$ cat src/sv/imuma_pkg.sv
// Shared types and constants for the IMU three-axis moving average.
// No dependencies; every other file refers to it by scoped names.
package imuma_pkg;

    localparam int SAMPLE_W   = 16;
    localparam int SUM_W      = 24;
    localparam int FRAC_W     = 8;
    localparam int DEPTH_W    = 8;
    localparam int RECIP_W    = 32;
    localparam int RECIP_SH   = 31;
    localparam int NUM_STAGES = 5;
    localparam int NUM_AXES   = 3;

    typedef enum logic [1:0] {
        GRP_ACCEL = 2'd0,
        GRP_GYRO  = 2'd1,
        GRP_MAG   = 2'd2,
        GRP_NONE  = 2'd3
    } t_group;

    typedef logic signed [SAMPLE_W-1:0] t_sample;
    typedef logic signed [SUM_W-1:0]    t_sum;

    // One tap of history: the three axes of one reading
    typedef struct packed {
        t_sample z;
        t_sample y;
        t_sample x;
    } t_axes;

    // Stage controls shared by the three per-axis mean pipelines
    typedef struct packed {
        logic [NUM_STAGES-1:0] ld;
        logic [RECIP_W-1:0]    recip;
        logic [DEPTH_W-1:0]    depth;
    } t_mean_ctl;

endpackage

$ cat src/sv/imuma_cell.sv
// One history cell: holds the three axis samples of one past reading.
// Depends on imuma_pkg.
module imuma_cell (
    input  logic             i_clk,
    input  logic             i_rst_n,
    input  logic             i_load,
    input  imuma_pkg::t_axes i_d,
    output imuma_pkg::t_axes o_q
);

    imuma_pkg::t_axes r_q;

    always_ff @(posedge i_clk) begin
        if (!i_rst_n) begin
            r_q <= '0;
        end else if (i_load) begin
            r_q <= i_d;
        end
    end

    assign o_q = r_q;

endmodule

$ cat src/sv/imuma_line.sv
// Chain of history cells for one sensor group; the last cell is the oldest sample.
// Depends on imuma_pkg and imuma_cell.
module imuma_line #(
    parameter int DEPTH = 16
) (
    input  logic             i_clk,
    input  logic             i_rst_n,
    input  logic             i_shift,
    input  imuma_pkg::t_axes i_sample,
    output imuma_pkg::t_axes o_oldest
);

    imuma_pkg::t_axes w_tap [DEPTH+1];

    assign w_tap[0] = i_sample;

    // advance every cell by one place on each reading of this group
    for (genvar i = 0; i < DEPTH; i++) begin : g_cell
        imuma_cell u_cell (
            .i_clk   (i_clk),
            .i_rst_n (i_rst_n),
            .i_load  (i_shift),
            .i_d     (w_tap[i]),
            .o_q     (w_tap[i+1])
        );
    end

    assign o_oldest = w_tap[DEPTH];

endmodule

$ cat src/sv/imuma_mean.sv
// Per-axis scaling pipeline: sum*256/depth truncated toward zero, by reciprocal.
// Depends on imuma_pkg; stage loads and constants come from the top level.
module imuma_mean (
    input  logic                 i_clk,
    input  imuma_pkg::t_mean_ctl i_ctl,
    input  imuma_pkg::t_sum      i_sum,
    output imuma_pkg::t_sum      o_mean
);

    localparam int NUM_W  = imuma_pkg::SUM_W - 1 + imuma_pkg::FRAC_W;
    localparam int PROD_W = NUM_W + imuma_pkg::RECIP_W;
    localparam int Q_W    = imuma_pkg::SUM_W;

    imuma_pkg::t_sum            r_s0;
    logic                       r_neg1, r_neg2, r_neg3;
    logic [Q_W-1:0]             r_mag1;
    logic [NUM_W-1:0]           r_n2;
    logic [Q_W-1:0]             r_q2, r_q3;
    imuma_pkg::t_sum            r_mean4;

    logic [NUM_W-1:0]           w_n1;
    logic [PROD_W-1:0]          w_prod;
    logic [NUM_W:0]             w_dq;
    logic [NUM_W:0]             w_rem;

    // numerator |sum| * 256; the magnitude never reaches 2^23
    assign w_n1   = {r_mag1[Q_W-2:0], {imuma_pkg::FRAC_W{1'b0}}};
    assign w_prod = PROD_W'(w_n1) * PROD_W'(i_ctl.recip);
    assign w_dq   = (NUM_W+1)'(r_q2) * (NUM_W+1)'(i_ctl.depth);
    assign w_rem  = {1'b0, r_n2} - w_dq;

    always_ff @(posedge i_clk) begin
        if (i_ctl.ld[0]) begin
            r_s0 <= i_sum;
        end
        if (i_ctl.ld[1]) begin
            r_neg1 <= r_s0[imuma_pkg::SUM_W-1];
            r_mag1 <= r_s0[imuma_pkg::SUM_W-1] ? Q_W'(-r_s0) : Q_W'(r_s0);
        end
        if (i_ctl.ld[2]) begin
            r_neg2 <= r_neg1;
            r_n2   <= w_n1;
            r_q2   <= w_prod[imuma_pkg::RECIP_SH +: Q_W];
        end
        if (i_ctl.ld[3]) begin
            // estimate is low by at most one; fix with one compare
            r_neg3 <= r_neg2;
            r_q3   <= (w_rem >= (NUM_W+1)'(i_ctl.depth)) ? r_q2 + 1'b1 : r_q2;
        end
        if (i_ctl.ld[4]) begin
            r_mean4 <= r_neg3 ? imuma_pkg::t_sum'(-r_q3) : imuma_pkg::t_sum'(r_q3);
        end
    end

    assign o_mean = r_mean4;

endmodule

$ cat src/sv/imu_three_axis_moving_average.sv
// IMU three-axis boxcar moving average, one history chain of cells per sensor group.
// Accepted items load stage 0 and move on through stages 1 to 4, the output register.
// One item per cycle while not stalled; stages advance independently, so bubbles close up.
// Reset (i_rst_n low, synchronous): history cells and running sums clear to zero,
// the pipeline empties. Group code 3 is taken and dropped without a result.
// Depends on imuma_pkg, imuma_line, imuma_cell and imuma_mean.
module imu_three_axis_moving_average #(
    parameter int ACCEL_DEPTH = 16,
    parameter int GYRO_DEPTH  = 16,
    parameter int MAG_DEPTH   = 16
) (
    input  logic        i_clk,
    input  logic        i_rst_n,
    // slave side: readings
    input  logic        i_s_axis_tvalid,
    output logic        o_s_axis_tready,
    input  logic [47:0] i_s_axis_tdata,   // sample_x[15:0], sample_y[31:16], sample_z[47:32]
    input  logic [1:0]  i_s_axis_tuser,   // sensor_group[1:0]
    // master side: window averages
    output logic        o_m_axis_tvalid,
    input  logic        i_m_axis_tready,
    output logic [71:0] o_m_axis_tdata,   // mean_x[23:0], mean_y[47:24], mean_z[71:48]
    output logic [1:0]  o_m_axis_tuser    // group_out[1:0]
);

    localparam int NS = imuma_pkg::NUM_STAGES;
    localparam int NA = imuma_pkg::NUM_AXES;

    // reciprocals floor(2^31 / depth), worked out at elaboration
    localparam logic [imuma_pkg::RECIP_W-1:0] ACCEL_RECIP =
        imuma_pkg::RECIP_W'((64'd1 << imuma_pkg::RECIP_SH) / ACCEL_DEPTH);
    localparam logic [imuma_pkg::RECIP_W-1:0] GYRO_RECIP =
        imuma_pkg::RECIP_W'((64'd1 << imuma_pkg::RECIP_SH) / GYRO_DEPTH);
    localparam logic [imuma_pkg::RECIP_W-1:0] MAG_RECIP =
        imuma_pkg::RECIP_W'((64'd1 << imuma_pkg::RECIP_SH) / MAG_DEPTH);

    imuma_pkg::t_group    w_grp_in;
    imuma_pkg::t_axes     w_sample;
    logic                 w_acc;
    logic [NS-1:0]        w_en;

    imuma_pkg::t_axes     w_old_acc, w_old_gyr, w_old_mag, w_oldest;
    imuma_pkg::t_sample   w_new [NA];
    imuma_pkg::t_sample   w_old [NA];
    imuma_pkg::t_sum      w_sum_cur [NA];
    imuma_pkg::t_sum      w_sum_new [NA];
    imuma_pkg::t_sum      w_mean [NA];

    imuma_pkg::t_sum      r_sum [3][NA];     // running sums, [group][axis]
    logic [NS-1:0]        r_v;               // stage valid bits
    imuma_pkg::t_group    r_grp [NS];        // group travelling with each stage
    imuma_pkg::t_mean_ctl w_ctl;

    assign w_grp_in = imuma_pkg::t_group'(i_s_axis_tuser);
    assign w_sample = imuma_pkg::t_axes'(i_s_axis_tdata);

    // A stage loads when it is empty or its successor loads; the last stage
    // frees up when the output item is taken.
    always_comb begin
        w_en[NS-1] = !r_v[NS-1] || i_m_axis_tready;
        for (int k = NS - 2; k >= 0; k--) begin
            w_en[k] = !r_v[k] || w_en[k+1];
        end
    end

    assign o_s_axis_tready = w_en[0];
    assign w_acc           = i_s_axis_tvalid && w_en[0];

    // history chains: shift only on a reading of their own group
    imuma_line #(.DEPTH(ACCEL_DEPTH)) u_line_accel (
        .i_clk    (i_clk),
        .i_rst_n  (i_rst_n),
        .i_shift  (w_acc && (w_grp_in == imuma_pkg::GRP_ACCEL)),
        .i_sample (w_sample),
        .o_oldest (w_old_acc)
    );

    imuma_line #(.DEPTH(GYRO_DEPTH)) u_line_gyro (
        .i_clk    (i_clk),
        .i_rst_n  (i_rst_n),
        .i_shift  (w_acc && (w_grp_in == imuma_pkg::GRP_GYRO)),
        .i_sample (w_sample),
        .o_oldest (w_old_gyr)
    );

    imuma_line #(.DEPTH(MAG_DEPTH)) u_line_mag (
        .i_clk    (i_clk),
        .i_rst_n  (i_rst_n),
        .i_shift  (w_acc && (w_grp_in == imuma_pkg::GRP_MAG)),
        .i_sample (w_sample),
        .o_oldest (w_old_mag)
    );

    // Select the oldest sample and current sums of the incoming group.
    // Sums update in the accept cycle, so a following item sees them at once.
    always_comb begin
        unique case (w_grp_in)
            imuma_pkg::GRP_ACCEL: w_oldest = w_old_acc;
            imuma_pkg::GRP_GYRO:  w_oldest = w_old_gyr;
            default:              w_oldest = w_old_mag;
        endcase
        w_new[0] = w_sample.x;
        w_new[1] = w_sample.y;
        w_new[2] = w_sample.z;
        w_old[0] = w_oldest.x;
        w_old[1] = w_oldest.y;
        w_old[2] = w_oldest.z;
        for (int a = 0; a < NA; a++) begin
            unique case (w_grp_in)
                imuma_pkg::GRP_ACCEL: w_sum_cur[a] = r_sum[0][a];
                imuma_pkg::GRP_GYRO:  w_sum_cur[a] = r_sum[1][a];
                default:              w_sum_cur[a] = r_sum[2][a];
            endcase
            // drop the oldest sample, add the new one; always fits in 24 bits
            w_sum_new[a] = w_sum_cur[a]
                         - imuma_pkg::t_sum'(w_old[a])
                         + imuma_pkg::t_sum'(w_new[a]);
        end
    end

    always_ff @(posedge i_clk) begin
        if (!i_rst_n) begin
            for (int g = 0; g < 3; g++) begin
                for (int a = 0; a < NA; a++) begin
                    r_sum[g][a] <= '0;
                end
            end
        end else if (w_acc) begin
            for (int a = 0; a < NA; a++) begin
                unique case (w_grp_in)
                    imuma_pkg::GRP_ACCEL: r_sum[0][a] <= w_sum_new[a];
                    imuma_pkg::GRP_GYRO:  r_sum[1][a] <= w_sum_new[a];
                    imuma_pkg::GRP_MAG:   r_sum[2][a] <= w_sum_new[a];
                    imuma_pkg::GRP_NONE:  r_sum[2][a] <= r_sum[2][a];
                endcase
            end
        end
    end

    // Stage valids: an invalid group leaves a bubble instead of an item
    always_ff @(posedge i_clk) begin
        if (!i_rst_n) begin
            r_v <= '0;
        end else begin
            if (w_en[0]) begin
                r_v[0] <= w_acc && (w_grp_in != imuma_pkg::GRP_NONE);
            end
            for (int k = 1; k < NS; k++) begin
                if (w_en[k]) begin
                    r_v[k] <= r_v[k-1];
                end
            end
        end
    end

    // Group codes travel beside the data; no reset needed
    always_ff @(posedge i_clk) begin
        if (w_en[0]) begin
            r_grp[0] <= w_grp_in;
        end
        for (int k = 1; k < NS; k++) begin
            if (w_en[k]) begin
                r_grp[k] <= r_grp[k-1];
            end
        end
    end

    // Constants per stage: reciprocal for the multiply out of stage 1,
    // depth for the correction out of stage 2
    always_comb begin
        w_ctl.ld = w_en;
        unique case (r_grp[1])
            imuma_pkg::GRP_ACCEL: w_ctl.recip = ACCEL_RECIP;
            imuma_pkg::GRP_GYRO:  w_ctl.recip = GYRO_RECIP;
            default:              w_ctl.recip = MAG_RECIP;
        endcase
        unique case (r_grp[2])
            imuma_pkg::GRP_ACCEL: w_ctl.depth = imuma_pkg::DEPTH_W'(ACCEL_DEPTH);
            imuma_pkg::GRP_GYRO:  w_ctl.depth = imuma_pkg::DEPTH_W'(GYRO_DEPTH);
            default:              w_ctl.depth = imuma_pkg::DEPTH_W'(MAG_DEPTH);
        endcase
    end

    for (genvar a = 0; a < NA; a++) begin : g_axis
        imuma_mean u_mean (
            .i_clk  (i_clk),
            .i_ctl  (w_ctl),
            .i_sum  (w_sum_new[a]),
            .o_mean (w_mean[a])
        );
    end

    assign o_m_axis_tvalid = r_v[NS-1];
    assign o_m_axis_tuser  = r_grp[NS-1];
    assign o_m_axis_tdata  = {w_mean[2], w_mean[1], w_mean[0]};

endmodule
$ cat config.mk
export PLATFORM = sky130hd
export DESIGN_NAME = imu_three_axis_moving_average
export DESIGN_NICKNAME = d
export VERILOG_FILES = /design/src/sv/imuma_pkg.sv /design/src/sv/imuma_cell.sv /design/src/sv/imuma_line.sv /design/src/sv/imuma_mean.sv /design/src/sv/imu_three_axis_moving_average.sv
export SDC_FILE = /design/constraint.sdc
export NUM_CORES = 2
export LEC_CHECK = 0
export BUFFER_PORTS_ARGS = -buffer_cell sky130_fd_sc_hd__buf_4
export CAP_MARGIN = 20
export CORE_MARGIN = 3
export CORE_UTILIZATION = 60
export DETAILED_ROUTE_END_ITERATION = 16
export PLACE_DENSITY = 0.85
export RECOVER_POWER = 25
export SLEW_MARGIN = 40
export SYNTH_ARGS = -nofsm -noshare
export SYNTH_HDL_FRONTEND = slang
export SYNTH_SLANG_ARGS = --single-unit
export TNS_END_PERCENT = 5
$ cat constraint.sdc
create_clock -name i_clk -period 8.25 [get_ports i_clk]
set_input_delay 1.2375 -clock i_clk [delete_from_list [all_inputs] [get_ports i_clk]]
set_output_delay 1.2375 -clock i_clk [all_outputs]
set_load 0.005 [all_outputs]
==> reports/qor.txt <==
outcome: finished, violations left
die width: 411 um
synthesized area: 98400 um^2
Crit. End Element: flop
Req. time, crit path: 9.02 ns
Via Count: 61472
CTS tree: done
router iterations before antenna repair: 6
Cell Pwr Density: 291 nW/um^2
mean routed wirelength per cell: 21.1 um
most frequent cells in the layout: dfxtp_1 (2309), a22o_1 (2295), edfxtp_1 (574)
max_cap viols: 17
Ys Warns: 0
GRT Util Overall: 23.9%
vias per cell: 6.23
worst-margin pin slew: 3.51 ns
register bit total from synthesis: 2883
Final Critical Period: 6.45 ns
worst rel slew slack: -134%
FMAX: 155 MHz
post-CTS sizing: 0
largest net degree at the start of global routing: 231
failing checks: capacitance limit, slew limit
maximum net fanout on the critical path: 129
# DRC: 0
htree depth: 5
post-synthesis sequential area ratio: 64.5%
Syn Area/Cell: 12.9 um^2
root buffer cell: clkbuf_16
P&R area growth vs syn: 11.4%
period utilisation layout: 78.1%
clock-pin slew on the worst setup and hold paths: 0.06 ns
IO Port Bufs: 129
gr ovfl total: 0
die area: 169000 um^2
antenna viol nets, final: 0
clock sinks: 2883
initial antenna violation count: 12
Post-Syn Instances: 7645
number of synthesized flops with an enable pin: 574
# hold bufs at CTS: 0
post-CTS setup buffer count: 0
row cnt: 147
Syn Nets: 7849
Worst Path Arrival: 7.21 ns
final hold violation count: 0
Slew Limit Fails: 826
Yosys cell types: 71
count of final setup violators: 0
Post-synth top flop: dfxtp_1
Setup crit start kind: primary input
vias in the first global route: 59100
HP Class: reg2reg
asr flop ratio synth: 0%
VDD IR max: 235 uV
Clock Latency Late Sink: 0.90 ns
LEAKAGE: 0.0426 uW
first-pass GRT wire length: 330000 um
Num CTS Buffers: 285
Setup TNS: 0 ns
RSZ-0062 raised after global routing: false
die height: 411 um
Final nets: 7704
global placer's final weighted congestion: 0.877
Critical Setup Path Class: in2reg
worst clock skew: 0.0836 ns
Core Box Area: 162000 um^2
post-layout util: 67.8%
HPWL Detailed: 123000 um
WL final: 209000 um
Starting Density: 60.8%
Clock Path Buffers: 4
most common cell after layout, fill and taps aside: dfxtp_1
I/O Pins: 130
DR iter-0 viols: 5675
filler cell count: 10800
ratio of cells with drive above 1 in the final layout: 8.26%
==> kinds of logic after synthesis <==
| group | Yosys count | synth area share, % |
|---|---|---|
| flops | 2883 | 64.5 |
| compound gates | 2773 | 23.4 |
| buf+inv | 786 | 3.20 |
| simple gates | 744 | 3.49 |
| xor+xnor | 171 | 1.52 |
| fa+ha+maj | 150 | 2.43 |
| mux | 138 | 1.41 |
==> routing by layer <==
layer / part of all wire [%] / routed length, um / up-vias / track usage, %
met2: 44 / 92600 / 1754 / 36.0
met3: 6.3 / 13200 / 290 / 4.52
met4: 2.0 / 4110 / 6 / 6.19
li1: - / - / 28669 / -
met5: 0.021 / 44 / - / 0
met1: 47 / 98700 / 30753 / 35.7
==> through the flow <==
stage	hold slack, ns	instances	setup slack [ns]	total power, uW	area (um^2)
floorplan	0.400	7645	2.12	18400	98400
detailed placement	0.405	9364	2.22	19600	100000
CTS	0.398	9850	3.08	32100	109000
global route	0.419	9863	1.49	33000	110000
global placement	0.402	9357	2.29	19500	100000
finish	0.410	9867	1.80	31800	110000
==> report_power, final <==
part / switching [uW] / total (uW) / internal, uW
combinational: 1800 / 2990 / 1190
clock: 5110 / 12500 / 7410
sequential: 622 / 16300 / 15700
==> cell usage after synthesis, types with 19 or more instances <==
master / n / share of area (%)
dfxtp_1: 2309 / 47
a22o_1: 2295 / 20
edfxtp_1: 574 / 18
clkbuf_1: 458 / 1.7
nor2_1: 289 / 1.1
nand2_1: 187 / 0.71
o21ai_0: 156 / 0.79
a21oi_1: 150 / 0.76
xnor2_1: 150 / 1.3
inv_1: 149 / 0.57
mux2i_1: 137 / 1.4
buf_2: 133 / 0.68
ha_1: 81 / 1.0
fa_1: 69 / 1.4
nor3_1: 59 / 0.30
buf_1: 38 / 0.15
nand3_1: 38 / 0.19
nand2b_1: 33 / 0.21
a21o_1: 31 / 0.24
or3_1: 23 / 0.15
and2_1: 21 / 0.13
o31ai_1: 21 / 0.16
xor2_1: 21 / 0.19
nand4_1: 19 / 0.12
==> worst max-delay path, stage by stage <==
cell and delay, ns:
clkbuf_8 0.51, clkbuf_1 0.95, inv_1 0.19, nand3_1 0.21, nor2_1 0.06, nor2_1 0.18, clkbuf_2 2.40, buf_12 0.34
buf_16 0.41, a22o_1 0.24
==> cell type report <==
class                           instances  area, um^2  share of cell area (%)
Tap cell                             2160        2700                    2.47
Clock buffer                          400        8250                    7.53
Inverter                              149         564                   0.515
Clock inverter                         86         852                   0.777
Sequential cell                      2883       63500                    57.9
Antenna cell                            8        20.0                  0.0183
Timing Repair Buffer                  205        1990                    1.81
Multi-Input combinational cell       3976       31800                    29.0
==> state kept, by name, indices dropped and copies added, names as in the netlist <==
signal	flops
r_v	5
r_sum	216
u_line_mag.g_cell.u_cell.o_q	768
g_axis.u_mean.r_n2	69
g_axis.u_mean.r_s0	72
r_grp	10
g_axis.u_mean.r_q3	63
u_line_accel.g_cell.u_cell.o_q	768
g_axis.u_mean.r_neg1	3
u_line_gyro.g_cell.u_cell.o_q	768
g_axis.u_mean.r_neg3	3
g_axis.u_mean.o_mean	66
g_axis.u_mean.r_mag1	69
g_axis.u_mean.r_neg2	3
==> final timing paths <==
path | start | end | slack, ns | depth (start not counted)
setup / recovery | i_s_axis_tuser[1] | u_line_gyro.g_cell[12].u_cell.o_q[33]$_SDFFE_PN0P_ | 1.80 | 10
hold / removal | g_axis[0].u_mean.r_n2[16]$_DFFE_PP_ | g_axis[0].u_mean.r_q3[12]$_DFFE_PP_ | 0.41 | 0
setup reg to reg | r_v[4]$_SDFFE_PN0P_ | u_line_accel.g_cell[7].u_cell.o_q[42]$_SDFFE_PN0P_ | 2.59 | 9
hold reg to reg | g_axis[0].u_mean.r_n2[16]$_DFFE_PP_ | g_axis[0].u_mean.r_q3[12]$_DFFE_PP_ | 0.41 | 0
Note: power is estimated with default switching activity, not from simulation.
